### src/rtl/pmrd_pkg.sv
// ----------------------------------------------------------------------------
// pmrd_pkg
// Shared types and constants for the packet memory receive deframer.
// ----------------------------------------------------------------------------
package pmrd_pkg;

   localparam int COUNT_BITS     = 11;
   localparam int FLEN_BITS      = 11;
   localparam int CMP_BITS       = (COUNT_BITS > FLEN_BITS) ? COUNT_BITS : FLEN_BITS;
   localparam int RSP_TDATA_BITS = ((8 + FLEN_BITS + 7) / 8) * 8;

   localparam logic [COUNT_BITS-1:0] MIN_COUNT = COUNT_BITS'(6);
   localparam logic [COUNT_BITS-1:0] ODD_ADJ   = COUNT_BITS'(5);
   localparam logic [COUNT_BITS-1:0] EVEN_ADJ  = COUNT_BITS'(6);

   localparam logic [15:0] ST_ALIGN    = 16'h8000;
   localparam logic [15:0] ST_CRC      = 16'h2000;
   localparam logic [15:0] ST_ODD      = 16'h1000;
   localparam logic [15:0] ST_LONG     = 16'h0800;
   localparam logic [15:0] ST_SHORT    = 16'h0400;
   localparam logic [15:0] ST_ERR_MASK = ST_ALIGN | ST_CRC | ST_LONG | ST_SHORT;

   localparam logic [FLEN_BITS-1:0] MAX_LEN_RESET = FLEN_BITS'(16'h07FF);

   // Depth must be a power of two; the pointers wrap naturally.
   localparam int FIFO_DEPTH    = 4;
   localparam int FIFO_PTR_BITS = $clog2(FIFO_DEPTH);
   localparam int FIFO_CNT_BITS = $clog2(FIFO_DEPTH + 1);

   typedef enum logic [2:0] {
      PH_IDLE,
      PH_STATUS_HI,
      PH_COUNT_LO,
      PH_COUNT_HI,
      PH_DATA
   } phase_type;

   typedef enum logic [1:0] {
      KIND_DATA,
      KIND_EMPTY,
      KIND_IOERR,
      KIND_BIG
   } kind_type;

   typedef struct packed {
      kind_type             kind;
      logic [7:0]           data_byte;
      logic                 last;
      logic [FLEN_BITS-1:0] frame_length;
   } result_type;

   typedef struct packed {
      logic full;
      logic empty;
   } fifo_status_type;

endpackage

### src/rtl/pmrd_front.sv
// ----------------------------------------------------------------------------
// pmrd_front
// Header parser: takes one byte per transaction, judges the frame on the last
// count byte and pushes each result into the queue.
// ----------------------------------------------------------------------------
module pmrd_front import pmrd_pkg::*; (
   input  logic                 clock,
   input  logic                 reset,
   input  logic                 req_tvalid,
   output logic                 req_tready,
   input  logic [7:0]           req_tdata,
   input  logic                 req_tuser,
   input  logic                 csr_wr_en,
   input  logic [FLEN_BITS-1:0] csr_wr_data,
   input  fifo_status_type      fifo_status,
   output logic                 push,
   output result_type           push_item
);

   phase_type             phase_ff, phase_in;
   logic [7:0]            status_hi_ff, status_hi_in;
   logic [7:0]            cnt_lo_ff, cnt_lo_in;
   logic [COUNT_BITS-1:0] bytes_left_ff, bytes_left_in;
   logic [FLEN_BITS-1:0]  frame_len_ff, frame_len_in;
   logic [FLEN_BITS-1:0]  max_len_ff, max_len_in;

   logic                  accept;
   logic [15:0]           count_full;
   logic [COUNT_BITS-1:0] count;
   logic [15:0]           status_word;
   logic                  io_err;
   logic [COUNT_BITS-1:0] len;
   logic [CMP_BITS-1:0]   len_cmp;
   logic                  too_big;
   logic                  len_zero;
   logic                  last_data;

   assign req_tready = !fifo_status.full;
   assign accept     = req_tvalid && req_tready;

   assign count_full  = {req_tdata, cnt_lo_ff};
   assign count       = count_full[COUNT_BITS-1:0];
   assign status_word = {status_hi_ff, 8'h00};
   assign io_err      = (count < MIN_COUNT) || ((status_word & ST_ERR_MASK) != 16'h0000);
   assign len         = count - (((status_word & ST_ODD) != 16'h0000) ? ODD_ADJ : EVEN_ADJ);
   assign len_cmp     = CMP_BITS'(len);
   assign too_big     = len_cmp > CMP_BITS'(max_len_ff);
   assign len_zero    = (len == '0);
   assign last_data   = (bytes_left_ff == COUNT_BITS'(1));

   always_comb begin
      phase_in = phase_ff;
      if (accept) begin
         if (req_tuser) begin
            phase_in = PH_STATUS_HI;
         end else begin
            unique case (phase_ff)
               PH_IDLE:      phase_in = PH_IDLE;
               PH_STATUS_HI: phase_in = PH_COUNT_LO;
               PH_COUNT_LO:  phase_in = PH_COUNT_HI;
               PH_COUNT_HI:  phase_in = (io_err || too_big || len_zero) ? PH_IDLE : PH_DATA;
               PH_DATA:      phase_in = last_data ? PH_IDLE : PH_DATA;
               default:      phase_in = PH_IDLE;
            endcase
         end
      end
   end

   always_comb begin
      push                   = 1'b0;
      push_item.kind         = KIND_DATA;
      push_item.data_byte    = 8'h00;
      push_item.last         = 1'b1;
      push_item.frame_length = '0;
      if (accept && !req_tuser) begin
         unique case (phase_ff)
            PH_COUNT_HI: begin
               push = 1'b1;
               priority if (io_err) begin
                  push_item.kind = KIND_IOERR;
               end else if (too_big) begin
                  push_item.kind         = KIND_BIG;
                  push_item.frame_length = len_cmp[FLEN_BITS-1:0];
               end else if (len_zero) begin
                  push_item.kind = KIND_EMPTY;
               end else begin
                  push = 1'b0;
               end
            end
            PH_DATA: begin
               push                   = 1'b1;
               push_item.data_byte    = req_tdata;
               push_item.last         = last_data;
               push_item.frame_length = frame_len_ff;
            end
            default: push = 1'b0;
         endcase
      end
   end

   always_comb begin
      status_hi_in  = status_hi_ff;
      cnt_lo_in     = cnt_lo_ff;
      bytes_left_in = bytes_left_ff;
      frame_len_in  = frame_len_ff;
      max_len_in    = csr_wr_en ? csr_wr_data : max_len_ff;
      if (accept && !req_tuser) begin
         unique case (phase_ff)
            PH_STATUS_HI: status_hi_in = req_tdata;
            PH_COUNT_LO:  cnt_lo_in    = req_tdata;
            PH_COUNT_HI: begin
               bytes_left_in = len;
               frame_len_in  = len_cmp[FLEN_BITS-1:0];
            end
            PH_DATA:      bytes_left_in = bytes_left_ff - COUNT_BITS'(1);
            default:      bytes_left_in = bytes_left_ff;
         endcase
      end
   end

   always_ff @(posedge clock) begin
      if (reset) begin
         phase_ff   <= PH_IDLE;
         max_len_ff <= MAX_LEN_RESET;
      end else begin
         phase_ff   <= phase_in;
         max_len_ff <= max_len_in;
      end
      status_hi_ff  <= status_hi_in;
      cnt_lo_ff     <= cnt_lo_in;
      bytes_left_ff <= bytes_left_in;
      frame_len_ff  <= frame_len_in;
   end

   a_data_left_nonzero: assert property (@(posedge clock) disable iff (reset)
      phase_ff == PH_DATA |-> bytes_left_ff != '0)
      else $error("data phase with no bytes left");

   a_push_not_full: assert property (@(posedge clock) disable iff (reset)
      push |-> !fifo_status.full)
      else $error("result pushed into a full queue");

endmodule

### src/rtl/pmrd_fifo.sv
// ----------------------------------------------------------------------------
// pmrd_fifo
// Short result queue between the header parser and the output stage.
// ----------------------------------------------------------------------------
module pmrd_fifo import pmrd_pkg::*; (
   input  logic            clock,
   input  logic            reset,
   input  logic            push,
   input  result_type      push_item,
   input  logic            pop,
   output result_type      pop_item,
   output fifo_status_type status
);

   result_type               mem_ff [FIFO_DEPTH];
   logic [FIFO_PTR_BITS-1:0] wr_ptr_ff, wr_ptr_in;
   logic [FIFO_PTR_BITS-1:0] rd_ptr_ff, rd_ptr_in;
   logic [FIFO_CNT_BITS-1:0] count_ff, count_in;

   assign status.full  = (count_ff == FIFO_CNT_BITS'(FIFO_DEPTH));
   assign status.empty = (count_ff == '0);
   assign pop_item     = mem_ff[rd_ptr_ff];

   always_comb begin
      wr_ptr_in = push ? wr_ptr_ff + FIFO_PTR_BITS'(1) : wr_ptr_ff;
      rd_ptr_in = pop ? rd_ptr_ff + FIFO_PTR_BITS'(1) : rd_ptr_ff;
      count_in  = count_ff;
      if (push && !pop) begin
         count_in = count_ff + FIFO_CNT_BITS'(1);
      end else if (pop && !push) begin
         count_in = count_ff - FIFO_CNT_BITS'(1);
      end
   end

   always_ff @(posedge clock) begin
      if (reset) begin
         wr_ptr_ff <= '0;
         rd_ptr_ff <= '0;
         count_ff  <= '0;
      end else begin
         wr_ptr_ff <= wr_ptr_in;
         rd_ptr_ff <= rd_ptr_in;
         count_ff  <= count_in;
      end
   end

   always_ff @(posedge clock) begin
      if (push) begin
         mem_ff[wr_ptr_ff] <= push_item;
      end
   end

   a_count_bound: assert property (@(posedge clock) disable iff (reset)
      count_ff <= FIFO_CNT_BITS'(FIFO_DEPTH))
      else $error("queue count beyond depth");

   a_no_underflow: assert property (@(posedge clock) disable iff (reset)
      pop |-> !status.empty)
      else $error("pop from an empty queue");

   a_count_tracks: assert property (@(posedge clock) disable iff (reset)
      (!reset && push && !pop) |=> count_ff == $past(count_ff) + FIFO_CNT_BITS'(1))
      else $error("queue count did not follow a push");

endmodule

### src/rtl/pmrd_back.sv
// ----------------------------------------------------------------------------
// pmrd_back
// Output stage: drains the queue into a registered result that is held until
// the downstream side takes it.
// ----------------------------------------------------------------------------
module pmrd_back import pmrd_pkg::*; (
   input  logic            clock,
   input  logic            reset,
   input  fifo_status_type fifo_status,
   input  result_type      pop_item,
   output logic            pop,
   output logic            rsp_tvalid,
   input  logic            rsp_tready,
   output result_type      rsp_item
);

   logic       valid_ff, valid_in;
   result_type item_ff, item_in;

   assign pop        = !fifo_status.empty && (!valid_ff || rsp_tready);
   assign rsp_tvalid = valid_ff;
   assign rsp_item   = item_ff;

   always_comb begin
      valid_in = valid_ff;
      item_in  = item_ff;
      if (pop) begin
         valid_in = 1'b1;
         item_in  = pop_item;
      end else if (rsp_tready) begin
         valid_in = 1'b0;
      end
   end

   always_ff @(posedge clock) begin
      if (reset) begin
         valid_ff <= 1'b0;
      end else begin
         valid_ff <= valid_in;
      end
      item_ff <= item_in;
   end

   a_verdict_is_last: assert property (@(posedge clock) disable iff (reset)
      (valid_ff && item_ff.kind != KIND_DATA) |-> (item_ff.last && item_ff.data_byte == 8'h00))
      else $error("verdict result without last flag or with data");

endmodule

### src/rtl/packet_memory_rx_deframer_top.sv
// ----------------------------------------------------------------------------
// packet_memory_rx_deframer_top
// Receive deframer for bytes read from controller packet memory.
// ----------------------------------------------------------------------------
// The block takes one byte per clock and gives at most one result per byte.
// A result reaches the output from the byte that causes it through a
// four-entry queue and then an output register. The input stays ready
// at one byte per cycle until the queue fills, which happens only when the
// output side holds off.
module packet_memory_rx_deframer_top import pmrd_pkg::*; (
   input  logic                      clock,
   input  logic                      reset,
   input  logic                      req_tvalid,
   output logic                      req_tready,
   input  logic [7:0]                req_tdata,   // mem_byte
   input  logic                      req_tuser,   // frame_start
   output logic                      rsp_tvalid,
   input  logic                      rsp_tready,
   output logic [RSP_TDATA_BITS-1:0] rsp_tdata,   // data_byte, frame_length, zero pad
   output logic [1:0]                rsp_tuser,   // kind
   output logic                      rsp_tlast,   // last
   input  logic                      csr_wr_en,
   input  logic [FLEN_BITS-1:0]      csr_wr_data  // max_frame_len
);

   fifo_status_type fifo_status;
   logic            push;
   logic            pop;
   result_type      push_item;
   result_type      pop_item;
   result_type      rsp_item;

   pmrd_front u_front (
      .clock       (clock),
      .reset       (reset),
      .req_tvalid  (req_tvalid),
      .req_tready  (req_tready),
      .req_tdata   (req_tdata),
      .req_tuser   (req_tuser),
      .csr_wr_en   (csr_wr_en),
      .csr_wr_data (csr_wr_data),
      .fifo_status (fifo_status),
      .push        (push),
      .push_item   (push_item)
   );

   pmrd_fifo u_fifo (
      .clock     (clock),
      .reset     (reset),
      .push      (push),
      .push_item (push_item),
      .pop       (pop),
      .pop_item  (pop_item),
      .status    (fifo_status)
   );

   pmrd_back u_back (
      .clock       (clock),
      .reset       (reset),
      .fifo_status (fifo_status),
      .pop_item    (pop_item),
      .pop         (pop),
      .rsp_tvalid  (rsp_tvalid),
      .rsp_tready  (rsp_tready),
      .rsp_item    (rsp_item)
   );

   assign rsp_tdata = RSP_TDATA_BITS'({rsp_item.frame_length, rsp_item.data_byte});
   assign rsp_tuser = rsp_item.kind;
   assign rsp_tlast = rsp_item.last;

endmodule
### config.mk
export PLATFORM = sky130hd
export DESIGN_NAME = packet_memory_rx_deframer_top
export DESIGN_NICKNAME = d
export VERILOG_FILES = /design/src/rtl/pmrd_pkg.sv /design/src/rtl/pmrd_front.sv /design/src/rtl/pmrd_fifo.sv /design/src/rtl/pmrd_back.sv /design/src/rtl/packet_memory_rx_deframer_top.sv
export SDC_FILE = /design/constraint.sdc
export NUM_CORES = 1
export LEC_CHECK = 0
export BUFFER_PORTS_ARGS = -buffer_cell sky130_fd_sc_hd__buf_4
export CORE_ASPECT_RATIO = 0.8
export CORE_MARGIN = 2
export CORE_UTILIZATION = 27
export CTS_BUF_LIST = sky130_fd_sc_hd__clkbuf_4
export CTS_CLUSTER_SIZE = 8
export DETAILED_ROUTE_END_ITERATION = 7
export PLACE_DENSITY_LB_ADDON = 0.2
export SYNTH_ARGS = -nofsm -noshare
export SYNTH_HDL_FRONTEND = slang
export SYNTH_HIERARCHICAL = 1
export SYNTH_SLANG_ARGS = --single-unit
### constraint.sdc
create_clock -name clock -period 5.65 [get_ports clock]
set_clock_uncertainty 0.1 [all_clocks]
set_input_delay 1.13 -clock clock [delete_from_list [all_inputs] [get_ports clock]]
set_output_delay 1.13 -clock clock [all_outputs]
set_load 0.05 [all_outputs]
# Yosys cells after proc, flatten, opt, wreduce, memory -nomap -nowiden
# Memory sizes are Yosys's and may differ from the RTL's. A register that Yosys moved wholly into a read port is not among the register bits.
# Cells that the tools add are included.
dict set report op_classes {
  muxes 26
  add_sub_neg 6
  eq_ne 6
  magnitude_cmp 2
  reduce_logical 25
}
# op count
set ops {}
lappend ops {{11-bit case mux with 2 select lines} 2}
lappend ops {{11-bit two-way mux} 2}
lappend ops {{22-bit two-way mux} 1}
lappend ops {{16-bit nonzero test} 1}
lappend ops {{3-bit two-way mux} 5}
lappend ops {{3-bit case mux with 4 select lines} 1}
lappend ops {{11-bit by 1-bit equality test with 1-bit output, second input constant} 1}
lappend ops {{11-bit greater-than comparator} 1}
lappend ops {{11-bit logical NOT} 1}
lappend ops {{11-bit by 3-bit less-than comparator with 1-bit output, second input constant} 1}
lappend ops {{11-bit by 1-bit subtractor with 11-bit output, second input constant} 1}
lappend ops {{11-bit subtractor} 1}
lappend ops {{1-bit two-way mux} 9}
lappend ops {{9-bit two-way mux} 1}
lappend ops {{2-bit two-way mux} 4}
lappend ops {{2-bit AND reduction} 4}
lappend ops {{3-bit by 2-bit equality test with 1-bit output, second input constant} 2}
lappend ops {{3-bit equality test, second input constant} 2}
lappend ops {{1-bit logical NOT} 6}
lappend ops {{2-bit nonzero test} 3}
lappend ops {{1-bit logical AND} 5}
lappend ops {{2-bit by 1-bit adder with 2-bit output, second input constant} 2}
lappend ops {{1-bit logical OR} 4}
lappend ops {{3-bit by 1-bit adder with 3-bit output, second input constant} 1}
lappend ops {{4 further kinds} 4}
dict set report word_totals {
  memories 1
  input_bits 25
  mem_bits_rw 88
  wordCells 76
  ff_bits 60
}
# memory words word_bits read_ports rd_clocked_by_memory_dff wr line
set mem_list {}
lappend mem_list {u_fifo.mem_ff 4 22 1 1 1 pmrd_fifo.sv:15} ;# result_type mem_ff [FIFO_DEPTH];

# Depth between registers and ports, before layout
# Gate-level depths: netlist of run 1.
dict set report depth {
  depth_word 12
  ltp_mapped 20
  mapped_depth_nobuf 20
}

# Modules after synthesis
# Netlist of run 1, hierarchy kept.
# mod area_per_inst_um2 cells_each seq_area_each_um2 instances
set by_module_without_submodules {}
lappend by_module_without_submodules {pmrd_fifo 3607.2 158 2822.7 1}
lappend by_module_without_submodules {pmrd_front 2745.1 279 1331.3 1}
lappend by_module_without_submodules {pmrd_back 716.9 26 680.7 1}
lappend by_module_without_submodules {packet_memory_rx_deframer_top 41.3 6 0.0 1}

# Least setup slack after synthesis of run 1
# OpenSTA, ideal clock, no wires.
dict set report synth_path {
  path_kind {input -> register}
  from {input req_tdata[0]}
  to {register u_fifo.count_ff[2]}
  setup_ns 0.070
  arrival_time_ns 4.484
  stages 16
  required_time_ns 5.480
  setup_slack_ns 0.996
  path_cell_list {nor3_1 -> nand3_1 -> xor2_1 -> inv_1 -> ha_1 -> nand4_1 -> a211o_1 -> o211a_1 -> or2_2 -> a31oi_1 -> ha_1 -> inv_1 -> fa_1 -> xor2_1 -> or3_1 -> a21oi_1}
}
dict set report synth_between {
  elab_chain_cells 10
}
# item line
set synth_rtl {}
lappend synth_rtl {{start, declared} packet_memory_rx_deframer_top.sv:15} ;# input logic [7:0] req_tdata,
lappend synth_rtl {{11-bit subtractor *} pmrd_front.sv:45} ;# assign len = count - (((status_word & ST_ODD) != 16'h0000) ? ODD_ADJ : EVEN_ADJ);
lappend synth_rtl {{named net u_front.len[10]} pmrd_front.sv:32} ;# logic [COUNT_BITS-1:0] len;
lappend synth_rtl {{parallel branches: the longest is 2 deep, another holds 11-bit greater-than comparator} --}
lappend synth_rtl {{1-bit two-way mux *} pmrd_front.sv:81} ;# end else if (too_big) begin
lappend synth_rtl {{1-bit two-way mux *} pmrd_front.sv:79} ;# priority if (io_err) begin
lappend synth_rtl {{1-bit case mux with 2 select lines *} pmrd_front.sv:76} ;# unique case (phase_ff)
lappend synth_rtl {{1-bit two-way mux *} pmrd_front.sv:75} ;# if (accept && !req_tuser) begin
lappend synth_rtl {{named net push} packet_memory_rx_deframer_top.sv:27} ;# logic push;
lappend synth_rtl {{1-bit logical NOT} pmrd_fifo.sv:30} ;# end else if (pop && !push) begin
lappend synth_rtl {{1-bit logical AND} pmrd_fifo.sv:30}
lappend synth_rtl {{2-bit nonzero test (no source line)} --}
lappend synth_rtl {{end signal, assigned} pmrd_fifo.sv:43} ;# count_ff <= count_in;
lappend synth_rtl {{end, declared} pmrd_fifo.sv:18} ;# logic [FIFO_CNT_BITS-1:0] count_ff, count_in;
# Mark *: on every way through the listed nets, which the timed path passes.
# A chain may end at the register's enable or synchronous reset.

# Worst setup path after layout of run 1
dict set report layout_path {
  from {register u_front.status_hi_ff[4]}
  to {register u_fifo.count_ff[2]}
}
dict set report layout_between {
  elab_chain_cells 11
}
# item line
set layout_rtl {}
lappend layout_rtl {{start, declared} pmrd_front.sv:21} ;# logic [7:0] status_hi_ff, status_hi_in;
lappend layout_rtl {{start signal, assigned} pmrd_front.sv:129} ;# status_hi_ff <= status_hi_in;
lappend layout_rtl {{2-bit two-way mux *} pmrd_front.sv:45}
lappend layout_rtl {{11-bit subtractor *} pmrd_front.sv:45}
lappend layout_rtl {{named net u_front.len[9]} pmrd_front.sv:32}
lappend layout_rtl {{parallel branches: the longest is 2 deep, another holds 11-bit greater-than comparator} --}
lappend layout_rtl {{1-bit two-way mux *} pmrd_front.sv:81}
lappend layout_rtl {{1-bit two-way mux *} pmrd_front.sv:79}
lappend layout_rtl {{1-bit case mux with 2 select lines *} pmrd_front.sv:76}
lappend layout_rtl {{1-bit two-way mux *} pmrd_front.sv:75}
lappend layout_rtl {{named net push} packet_memory_rx_deframer_top.sv:27}
lappend layout_rtl {{1-bit logical NOT} pmrd_fifo.sv:30}
lappend layout_rtl {{1-bit logical AND} pmrd_fifo.sv:30}
lappend layout_rtl {{2-bit nonzero test (no source line)} --}
# Marked as above.

==> results of run 1 <==
flip-flops by register name, indices dropped and copies added (netlist names), named ones only:
register               count
u_back/rsp_item           22
u_back/rsp_tvalid          1
u_fifo/count_ff            3
u_fifo/mem_ff             88
u_fifo/rd_ptr_ff           2
u_fifo/wr_ptr_ff           2
u_front/bytes_left_ff     11
u_front/cnt_lo_ff          8
u_front/frame_len_ff      11
u_front/max_len_ff        11
u_front/phase_ff           3
u_front/status_hi_ff       5
logic make-up after synthesis:
kind of cell,share of synthesized area
AOI/OAI and AO/OA,0.0494
xor gates and xnor gates,0.0259
adders and majority gates,0.0408
buffers and inverters,0.0333
DFF,0.680
muxes,0.0820
other,0.000527
and+or+nand+nor,0.0882
routing by layer:
layer | track usage | up-vias
met5 | 0 | -
met4 | 0.0294 | 0
met3 | 0.0317 | 17
met2 | 0.177 | 74
met1 | 0.150 | 1978
li1 | - | 1883
cell usage in the layout, fill, tap and decap left out, types with 4 or more instances in the layout:
master,n
nor3_1,12
a21oi_1,11
mux2i_1,8
nor4_1,4
nor2_1,23
xor2_1,11
inv_1,35
nand3_1,5
edfxtp_1,145
ha_1,20
inv_8,5
buf_4,63
o211ai_1,11
mux4_2,20
clkbuf_4,17
nand2_1,32
and2_1,14
xnor2_1,10
o21ai_0,17
conb_1,5
dfxtp_1,24
worst paths after layout:
check | start | end | slack, ps | depth (start not counted)
setup / recovery | u_front/status_hi_ff[4]$_DFFE_PP_ | u_fifo/count_ff[2]$_SDFFE_PP0P_ | 560 | 19
hold / removal | u_front/max_len_ff[5]$_SDFFE_PP1P_ | u_front/max_len_ff[5]$_SDFFE_PP1P_ | 410 | 2
setup reg to reg | u_front/status_hi_ff[4]$_DFFE_PP_ | u_fifo/count_ff[2]$_SDFFE_PP0P_ | 560 | 19
hold reg to reg | u_front/max_len_ff[5]$_SDFFE_PP1P_ | u_front/max_len_ff[5]$_SDFFE_PP1P_ | 410 | 2
power breakdown:
part	internal (mW)	switching (mW)
registers	1.51	0.0450
clock network	0.201	0.484
logic	0.297	0.570
layout make-up:
| class | instances | area, sq um |
|---|---|---|
| inverters | 35 | 131 |
| flip-flops and latches | 169 | 4830 |
| fillers | 2584 | 17800 |
| well taps | 357 | 447 |
| clock inverters | 15 | 159 |
| repair buffers | 63 | 473 |
| clock buffers | 17 | 128 |
| multi-input cells | 251 | 2060 |
worst reg2reg max path: stages, from the launching register on:
cell      delay, ps
edfxtp_1        460
ha_1            310
nor2b_1         150
o21ai_0         550
nand2_1         140
xor2_1          390
inv_1           140
ha_1            320
nand4_1         150
a211o_1         310
o211a_1         130
or2_2           330
a31oi_1         150
buf_4           170
ha_1            190
inv_1            60
fa_1            370
xor2_1          170
or3_1           300
a21oi_1         140
per-stage QoR:
stage                     area (sq um)  instances  hold WS (ps)
after floorplan                   7130        473           348
after global placement            7950        875           380
after detailed placement          7950        875           391
after CTS                         8240        907           413
after global routing              8240        907           435
final                             8240        907           407
==> metrics.md, run 1 <==
| Metric | Value |
|---|---|
| Initial antenna violation count | 0 |
| Routed len/inst | around 16 um |
| Metal2 WL | 6.77 mm |
| Syn Inst Count | 469 |
| Ys Warns | 6 |
| Initial DRC Count | 297 |
| Post-synth EDFFs | 145 |
| Synth area leaders | edfxtp_1 61%, dfxtp_1 6.8%, mux4_2 6.3% |
| First-pass GRT wire length | 22.8 mm |
| Worst EP required | 6060 ps |
| Pleak | 2.90 nW |
| Post-placement worst setup slack | about 620 ps |
| Synth Cell Area | 7110 sq um |
| Most used cell, CP | ha_1 |
| Gpl congestion | 0.831 |
| Largest delay share family, worst path | compound AO/OA/AOI/OAI gates |
| Cell taking the most area after synthesis | edfxtp_1 |
| Max layer used | met4 |
| Number of synthesized register bits | 169 |
| Met1 wire length | 7.03 mm |
| Critical path endpoint category | flip-flop |
| CTS tree | yes |
| Post-CTS setup buffers | 0 |
| Slew @ Worst Pin | 748 ps |
| Die H | 149 um |
| CTS resizes | 0 |
| Hold Fails Final Rpt | 0 |
| Slew headroom | 0.500 |
| Setup Crit Path Kind | flip-flop to flip-flop |
| Top FF cell, synth | edfxtp_1 |
| VDD IR max | 0.133 mV |
| Setup_tns | 0 ps |
| Clock Path Buffers | 2 |
| Total CTS buffers | 17 |
| Pin count of the biggest net entering global routing | 26 |
| Hold Crit Class | flip-flop to flip-flop |
| RSZ-0062 raised after global routing | no |
| Setup-failing EPs final | 0 |
| Post-Route WL | 14.6 mm |
| DIE WIDTH | between 150 and 200 um |
| Root Driver | clkbuf_4 |
| Min Tclk post-route | 5090 ps |
| Grt ovf | 0 |
| Area share of the largest cell type after synthesis | 0.612 |
| Pre-antenna DRT Iters | 5 |
| Clock slew at reported path FFs | about 160 ps |
| Post-synthesis async set-or-reset flop share | 0 |
| Max_cap viols | 0 |
| Seq/Total Area, Yosys | 0.680 |
| CP startpoint kind | flip-flop |
| Row Count | 53 |
| CP Cell Sequence | ha_1 -> nor2b_1 -> o21ai_0 -> nand2_1 -> xor2_1 -> inv_1 -> ha_1 -> nand4_1 -> a211o_1 -> o211a_1 -> or2_2 -> a31oi_1 -> buf_4 -> ha_1 -> inv_1 -> fa_1 -> xor2_1 -> or3_1 -> a21oi_1 |
| Vias in the first global route | 4,129 |
| Vias after detailed routing | 3,952 |
| Cell with the most instances after synthesis | edfxtp_1 |
| DIE AREA | ~28,000 sq um |
| Detailed placement HPWL | around 10 mm |
| Pwr Density | about 380 nW/um^2 |
| All-Layer GR Usage | 0.112 |
| Area grow syn2layout | 15.8% |
| Post-layout util | 0.316 |
| Initial core utilization | 0.273 |
| Syn Area/Cell | roughly 15 sq um |
| Distinct cell type count after synthesis | 52 |
| Hold_buf cts | 0 |
| Final nets | 584 |
| Final Max Tran Viols | 0 |
| Post-synth top cells | 145 x edfxtp_1, 35 x inv_1, 32 x nand2_1 |
| Post-DR vias/cell | about 4.4 |
| H-tree Lvls | 4 |
| Clk sink count | 169 |
| Worst Path Buf+Inv | 3 |
| Share of cells above drive strength 1 | 0.229 |
| Tot Pwr | 3.10 mW |
| Ports | 54 |
| I/O Buffers | 48 |
| Max frequency | 197 MHz |
| Core area | about 26,000 sq um |
| Final antenna-violating net count | 0 |
| Worst skew pair latency | about 560 ps |
| Setup slack after layout | approximately 560 ps |
| Met3 routed WL | 624 um |
| CP max FO | 7 |
| Antenna diodes | 0 |
| Slowest Stage Delay on Critical Path | 550 ps |
| Fin crit share | 0.900 |
| Detailed-route DRC error count | 0 |
| Arrival time worst endpoint | about 5500 ps |
| Slowest CP cell | o21ai_0 |
| Outcome | complete, no violations |
(Power assumes the default switching activity.)
==> inputs of run 2 (changes only) <==
Settings changed: GPL_TIMING_DRIVEN set to 0, HOLD_SLACK_MARGIN set to 0.15.
==> run 2 against run 1 <==
  * Critical path depth stayed put
  * Clock power is 14% higher
  * Combinational power is 1% higher
==> metrics.md, run 2 (synthesis results as in run 1) <==
| Metric | Value |
|---|---|
| CTS resizes | 0 (unchanged) |
| Slew @ Worst Pin | 805 ps (+56.7 ps) |
| Share of cells above drive strength 1 | 0.227 (-0.00206) |
| Setup_tns | 0 ps (unchanged) |
| Worst reg2reg path depth | 19 (unchanged) |
| H-tree Lvls | 4 (unchanged) |
| Clock slew at reported path FFs | 140 ps (-20 ps) |
| Initial antenna violation count | 0 (unchanged) |
| Grt ovf | 0 (unchanged) |
| Outcome | complete, no violations |
| Hold depth | 2 (unchanged) |
| Pin count of the biggest net entering global routing | 26 (unchanged) |
| Clk sink count | 169 (unchanged) |
| Reg-to-reg endpoint | u_fifo/count_ff[2]$_SDFFE_PP0P_ |
| Final Max Tran Viols | 0 (unchanged) |
| RR Startpoint | u_front/status_hi_ff[4]$_DFFE_PP_ |
| Initial DRC Count | 293 (-1.3%) |
| Max frequency | 195 MHz (-0.78%) |
| Post-placement worst setup slack | 33.9 ps (-587 ps) |
| Hold Startpoint | u_back/rsp_tvalid$_SDFFE_PP0P_ |
| Routed len/inst | 15.5 um (-3.5%) |
| Largest register FFs | 88 (unchanged) |
| Post-DR vias/cell | 4.31 (-1.0%) |
| RSZ-0062 raised after global routing | no |
| Hold Crit Class | flip-flop to flip-flop |
| CP startpoint kind | flip-flop |
| Hold_buf cts | 0 (unchanged) |
| CTS tree | yes |
| Gpl congestion | 0.814 (-2.1%) |
| Total CTS buffers | 17 (unchanged) |
| DIE AREA | 27,700 sq um (unchanged) |
| Clock Path Buffers | 2 (unchanged) |
| CP max FO | 7 (unchanged) |
| Post-CTS setup buffers | 0 (unchanged) |
| Antenna diodes | 0 (unchanged) |
| Setup slack after layout | 524 ps (-40.0 ps) |
| Critical path endpoint category | flip-flop |
| Arrival time worst endpoint | 5500 ps (about the same) |
| I/O Buffers | 48 (unchanged) |
| VDD IR max | 0.153 mV (+16%) |
| Initial core utilization | 0.273 (unchanged) |
| Core area | 26,100 sq um (unchanged) |
| Detailed placement HPWL | 10.0 mm (-1.1%) |
| Post-Route WL | 14.2 mm (-3.0%) |
| Top reg by flops | u_fifo/mem_ff |
| Area grow syn2layout | 16.6% |
| Tot Pwr | 3.21 mW (+3.6%) |
| Detailed-route DRC error count | 0 (unchanged) |
| Most frequent cells in the layout | 145 x edfxtp_1, 54 x buf_4, 35 x inv_1, 32 x nand2_1, 24 x dfxtp_1 |
| First-pass GRT wire length | 21.5 mm (-5.5%) |
| Setup Crit Path Kind | flip-flop to flip-flop |
| Worst skew pair latency | 540 ps (-20 ps) |
| Pre-antenna DRT Iters | 4 (-1) |
| Setup-failing EPs final | 0 (unchanged) |
| Hold Fails Final Rpt | 0 (unchanged) |
| Reg-to-reg slack, setup | 520 ps (-40 ps) |
| All-Layer GR Usage | 0.105 (-0.00623) |
| Final antenna-violating net count | 0 (unchanged) |
| Row Count | 53 (unchanged) |
| Final nets | 589 (+0.86%) |
| Slew headroom | 0.462 (-0.0379) |
| Worst EP required | 6020 ps (-40 ps) |
| DIE WIDTH | 185 um (unchanged) |
| Max_cap viols | 0 (unchanged) |
| Fin crit share | 0.907 (+0.00707) |
| Hold Crit Endpoint | u_back/rsp_tvalid$_SDFFE_PP0P_ |
| Filler cell count | 2,535 (-1.9%) |
| Pleak | 2.92 nW (+0.83%) |
| Die H | 149 um (unchanged) |
| Ports | 54 (unchanged) |
| Min Tclk post-route | 5130 ps (+40.0 ps) |
| Root Driver | clkbuf_4 |
| Commonest non-fill, non-tap cell in the layout | edfxtp_1 |
| Pwr Density | 388 nW/um^2 (+2.9%) |
| Vias in the first global route | 3,959 (-4.1%) |
| Vias after detailed routing | 3,934 (-0.46%) |
## run 2: layout make-up
| class | count | area, sq um | share of cell area |
|---|---|---|---|
| Sequential cell | 169 | 4830 | 0.583 |
| Multi-Input combinational cell | 251 | 2070 | 0.250 |
| Tap cell | 357 | 447 | 0.0539 |
| Timing Repair Buffer | 50 | 373 | 0.0450 |
| Clock inverter | 15 | 199 | 0.0240 |
| Inverter | 35 | 131 | 0.0158 |
| Clock buffer | 17 | 128 | 0.0154 |
| Buffer | 18 | 105 | 0.0127 |
## run 2: report_power, final
part / internal, mW / switching, mW / leakage (nW)
clock network: 0.327 / 0.455 / 0.174
registers: 1.51 / 0.0510 / 1.53
logic: 0.306 / 0.569 / 1.22
total: 2.14 / 1.08 / 2.92
## run 2: metrics by stage
| stage | hold slack (ps) | std cells | area (sq um) | utilization |
|---|---|---|---|---|
| after floorplan | 348 | 473 | 7130 | - |
| after detailed placement | 392 | 879 | 7950 | 0.305 |
| after CTS | 411 | 911 | 8270 | 0.317 |
| final | 410 | 912 | 8290 | 0.318 |
| after global placement | 378 | 878 | 7930 | 0.304 |
| after global routing | 428 | 912 | 8290 | 0.318 |
## run 2: routing by layer
metal,part of all wire,up-vias,GRT usage
li1,-,1889,-
met1,0.48,1950,0.138
met2,0.47,85,0.173
met3,0.044,10,0.0300
met4,0.013,0,0.0246
met5,0,-,0
## run 2: how the worst max path moves through the flow
| stage | start | to | slack [ps] |
|---|---|---|---|
| floorplan | req_tdata[0] | u_fifo/count_ff[2]$_SDFFE_PP0P_ | 1000 |
| global placement | req_tdata[0] | u_fifo/mem_ff[0][18]$_DFFE_PP_ | 120 |
| detailed placement | req_tdata[0] | u_fifo/mem_ff[1][18]$_DFFE_PP_ | 30 |
| CTS | u_front/status_hi_ff[4]$_DFFE_PP_ | u_fifo/mem_ff[1][16]$_DFFE_PP_ | 190 |
| global route | u_front/status_hi_ff[4]$_DFFE_PP_ | u_fifo/count_ff[2]$_SDFFE_PP0P_ | 210 |
| finish | u_front/status_hi_ff[4]$_DFFE_PP_ | u_fifo/count_ff[2]$_SDFFE_PP0P_ | 520 |
## run 2: critical path, stage by stage, from the launching register on
cell and delay, ps:
edfxtp_1 450, ha_1 260, fa_1 480, nand2b_1 200, nand2_1 110, nor2_1 60, xnor2_1 350, inv_1 140
ha_1 350, nand4_1 140, a211o_1 250, o211a_1 140, or2_2 350, a31oi_2 360, ha_1 260, inv_1 60
fa_1 370, xor2_1 180, or3_1 310, a21oi_1 140
==> inputs of run 3 (changes only) <==
Settings changed: REMOVE_ABC_BUFFERS set to 1.
==> run 3 against run 2 <==
  * Combinational power shrank 9.0%
  * Utilization shrank 0.35 points
  * Sequential share of layout area grew 0.67 points
  * Critical path type unchanged
  * Count of clock-buffer cells in the layout is the same
  * Sequential power grew 3%
==> metrics.md, run 3 (synthesis results as in run 1) <==
| Metric | Value |
|---|---|
| Outcome | complete, no violations |
| CP startpoint kind | flip-flop |
| Final non-filler cell total | 896 (-1.8%) |
| Pleak | 2.85 nW (-2.5%) |
| Core area | 26,100 sq um (unchanged) |
| Initial core utilization | 0.273 (unchanged) |
| Hold Crit Class | flip-flop to flip-flop |
| Met3 routed WL | 645 um (+4.4%) |
| Post-DR vias/cell | 4.32 (+0.10%) |
| Min Tclk post-route | 5160 ps (+35.6 ps) |
| Final instance area | 8200 sq um (-1.1%) |
| I/O Buffers | 48 (unchanged) |
| Worst skew pair latency | 550 ps (about the same) |
| Fin crit share | 0.914 (+0.00630) |
| Area after DPL | 7880 sq um (-0.82%) |
| Vias in the first global route | 3,871 (-2.2%) |
| CTS tree | yes |
| Final nets | 572 (-2.9%) |
| Pre-antenna DRT Iters | 4 (unchanged) |
| Clock Path Buffers | 2 (unchanged) |
| Met1 wire length | 6.65 mm (-1.8%) |
| Initial antenna violation count | 1 (+1) |
| Top reg by flops | u_fifo/mem_ff |
| Post-Route WL | 13.9 mm (-2.1%) |
| Hold Fails Final Rpt | 0 (unchanged) |
| Worst reg2reg path depth | 13 (-6) |
| Setup-failing EPs final | 0 (unchanged) |
| First-pass GRT wire length | 21.7 mm (+0.73%) |
| Vias after detailed routing | 3,869 (-1.7%) |
| Most frequent cells in the layout | 145 x edfxtp_1, 49 x buf_4, 35 x inv_1, 32 x nand2_1 |
| Die H | 149 um (unchanged) |
| All-Layer GR Usage | 0.107 (+0.00125) |
| Ports | 54 (unchanged) |
| H-tree Lvls | 4 (unchanged) |
| VDD IR max | 0.114 mV (-26%) |
| Total CTS buffers | 17 (unchanged) |
| Filler cell count | 2,554 (+0.75%) |
| Root Driver | clkbuf_4 |
| Final Max Tran Viols | 0 (unchanged) |
| Slew @ Worst Pin | 1230 ps (+423 ps) |
| Clk sink count | 169 (unchanged) |
| Max_cap viols | 0 (unchanged) |
| Detailed placement HPWL | 9.55 mm (-4.9%) |
| Clock slew at reported path FFs | 160 ps (+20 ps) |
| Inst Count DP | 863 (-1.8%) |
| Max layer used | met4 |
| Row Count | 53 (unchanged) |
| Initial DRC Count | 198 (-32%) |
| Largest register FFs | 88 (unchanged) |
| DIE AREA | 27,700 sq um (unchanged) |
| Critical path endpoint category | flip-flop |
| Commonest non-fill, non-tap cell in the layout | edfxtp_1 |
| Hold depth | 2 (unchanged) |
| Worst EP required | 5710 ps (-310 ps) |
| Setup Crit Path Kind | flip-flop to flip-flop |
| Detailed-route DRC error count | 0 (unchanged) |
| RSZ-0062 raised after global routing | no |
| CP max FO | 22 (+15) |
| Max frequency | 194 MHz (-0.69%) |
| Metal2 WL | 6.43 mm (-2.8%) |
| Pwr Density | 378 nW/um^2 (-2.5%) |
| Arrival time worst endpoint | 5220 ps (-280 ps) |
| Area grow syn2layout | 15.3% |
| Slew headroom | 0.182 (-0.281) |
| Share of cells above drive strength 1 | 0.225 (-0.00212) |
| Routed len/inst | 15.5 um (-0.35%) |
| Gpl congestion | 0.786 (-3.4%) |
| Grt ovf | 0 (unchanged) |
| Pin count of the biggest net entering global routing | 26 (unchanged) |
| DIE WIDTH | 185 um (unchanged) |
| Final antenna-violating net count | 0 (unchanged) |
==> run 3: changes by cell type in the layout (fill, tap and decap cells not counted), moves of 2 or more <==
cell       delta
nor3b_2       +2
clkbuf_1      -7
buf_4         -5
clkinv_8      +5
buf_2         -4
nor3b_1       -2
bufinv_16     -3
clkinv_4      +2
inv_6         -4
==> run 3: per-stage QoR <==
stage               hold WS, ps  setup TNS [ps]  total power [mW]  utilization  worst slack [ps]
global placement            380          -78890              2.44        0.300              -888
global route                438               0              3.27        0.315               162
CTS                         409               0              3.16        0.314               228
detailed placement          388               0              2.46        0.302               119
floorplan                   348               0              2.20            -               854
finish                      404               0              3.10        0.315               489
==> run 3: report_power, final <==
group	switching, mW	internal (mW)	total [mW]	leakage, nW
Combinational	0.507	0.291	0.797	1.17
Clock	0.489	0.207	0.696	0.154
Sequential	0.100	1.51	1.61	1.53
Total	1.10	2.00	3.10	2.85
==> run 3: cell type report <==
class	instances	area (sq um)	area share
Tap cell	357	447	0.0545
Clock buffer	17	128	0.0156
Clock inverter	15	176	0.0215
Multi-Input combinational cell	251	2090	0.255
Timing Repair Buffer	51	390	0.0476
Antenna cell	1	2.50	0.000305
Sequential cell	169	4840	0.590
Inverter	35	131	0.0160
==> run 3: worst paths after layout <==
kind                                                         start                                 end  slack (ps)
worst max-delay path             u_front/status_hi_ff[4]$_DFFE_PP_       u_fifo/mem_ff[3][9]$_DFFE_PP_         490
worst min-delay path            u_front/max_len_ff[6]$_SDFFE_PP1P_  u_front/max_len_ff[6]$_SDFFE_PP1P_         400
worst max register to register   u_front/status_hi_ff[4]$_DFFE_PP_       u_fifo/mem_ff[3][9]$_DFFE_PP_         490
worst min register to register  u_front/max_len_ff[6]$_SDFFE_PP1P_  u_front/max_len_ff[6]$_SDFFE_PP1P_         400
==> run 3: routing by layer <==
metal / GRT usage / up-vias
met3: 0.0288 / 8
met4: 0.0313 / 0
li1: - / 1871
met2: 0.166 / 75
met1: 0.146 / 1915
met5: 0 / -
==> run 3: timing repair <==
item / 4_1_cts / 5_1_grt
hold buffers: 0 / 0
setup buffers: 0 / 0
endpoints found under the setup margin: 0 / 89
gates resized for setup: 0 / 4
==> run 3: worst max-delay path: stages (launching register included) <==
cell and delay, ps:
edfxtp_1 460, ha_1 300, nor2b_1 150, o21ai_0 490
nand2_1 140, xor2_1 380, inv_1 130, ha_1 310
nand4_1 170, a211o_1 310, o211a_1 130, or2_2 340
a31oi_2 330, and2_1 1010
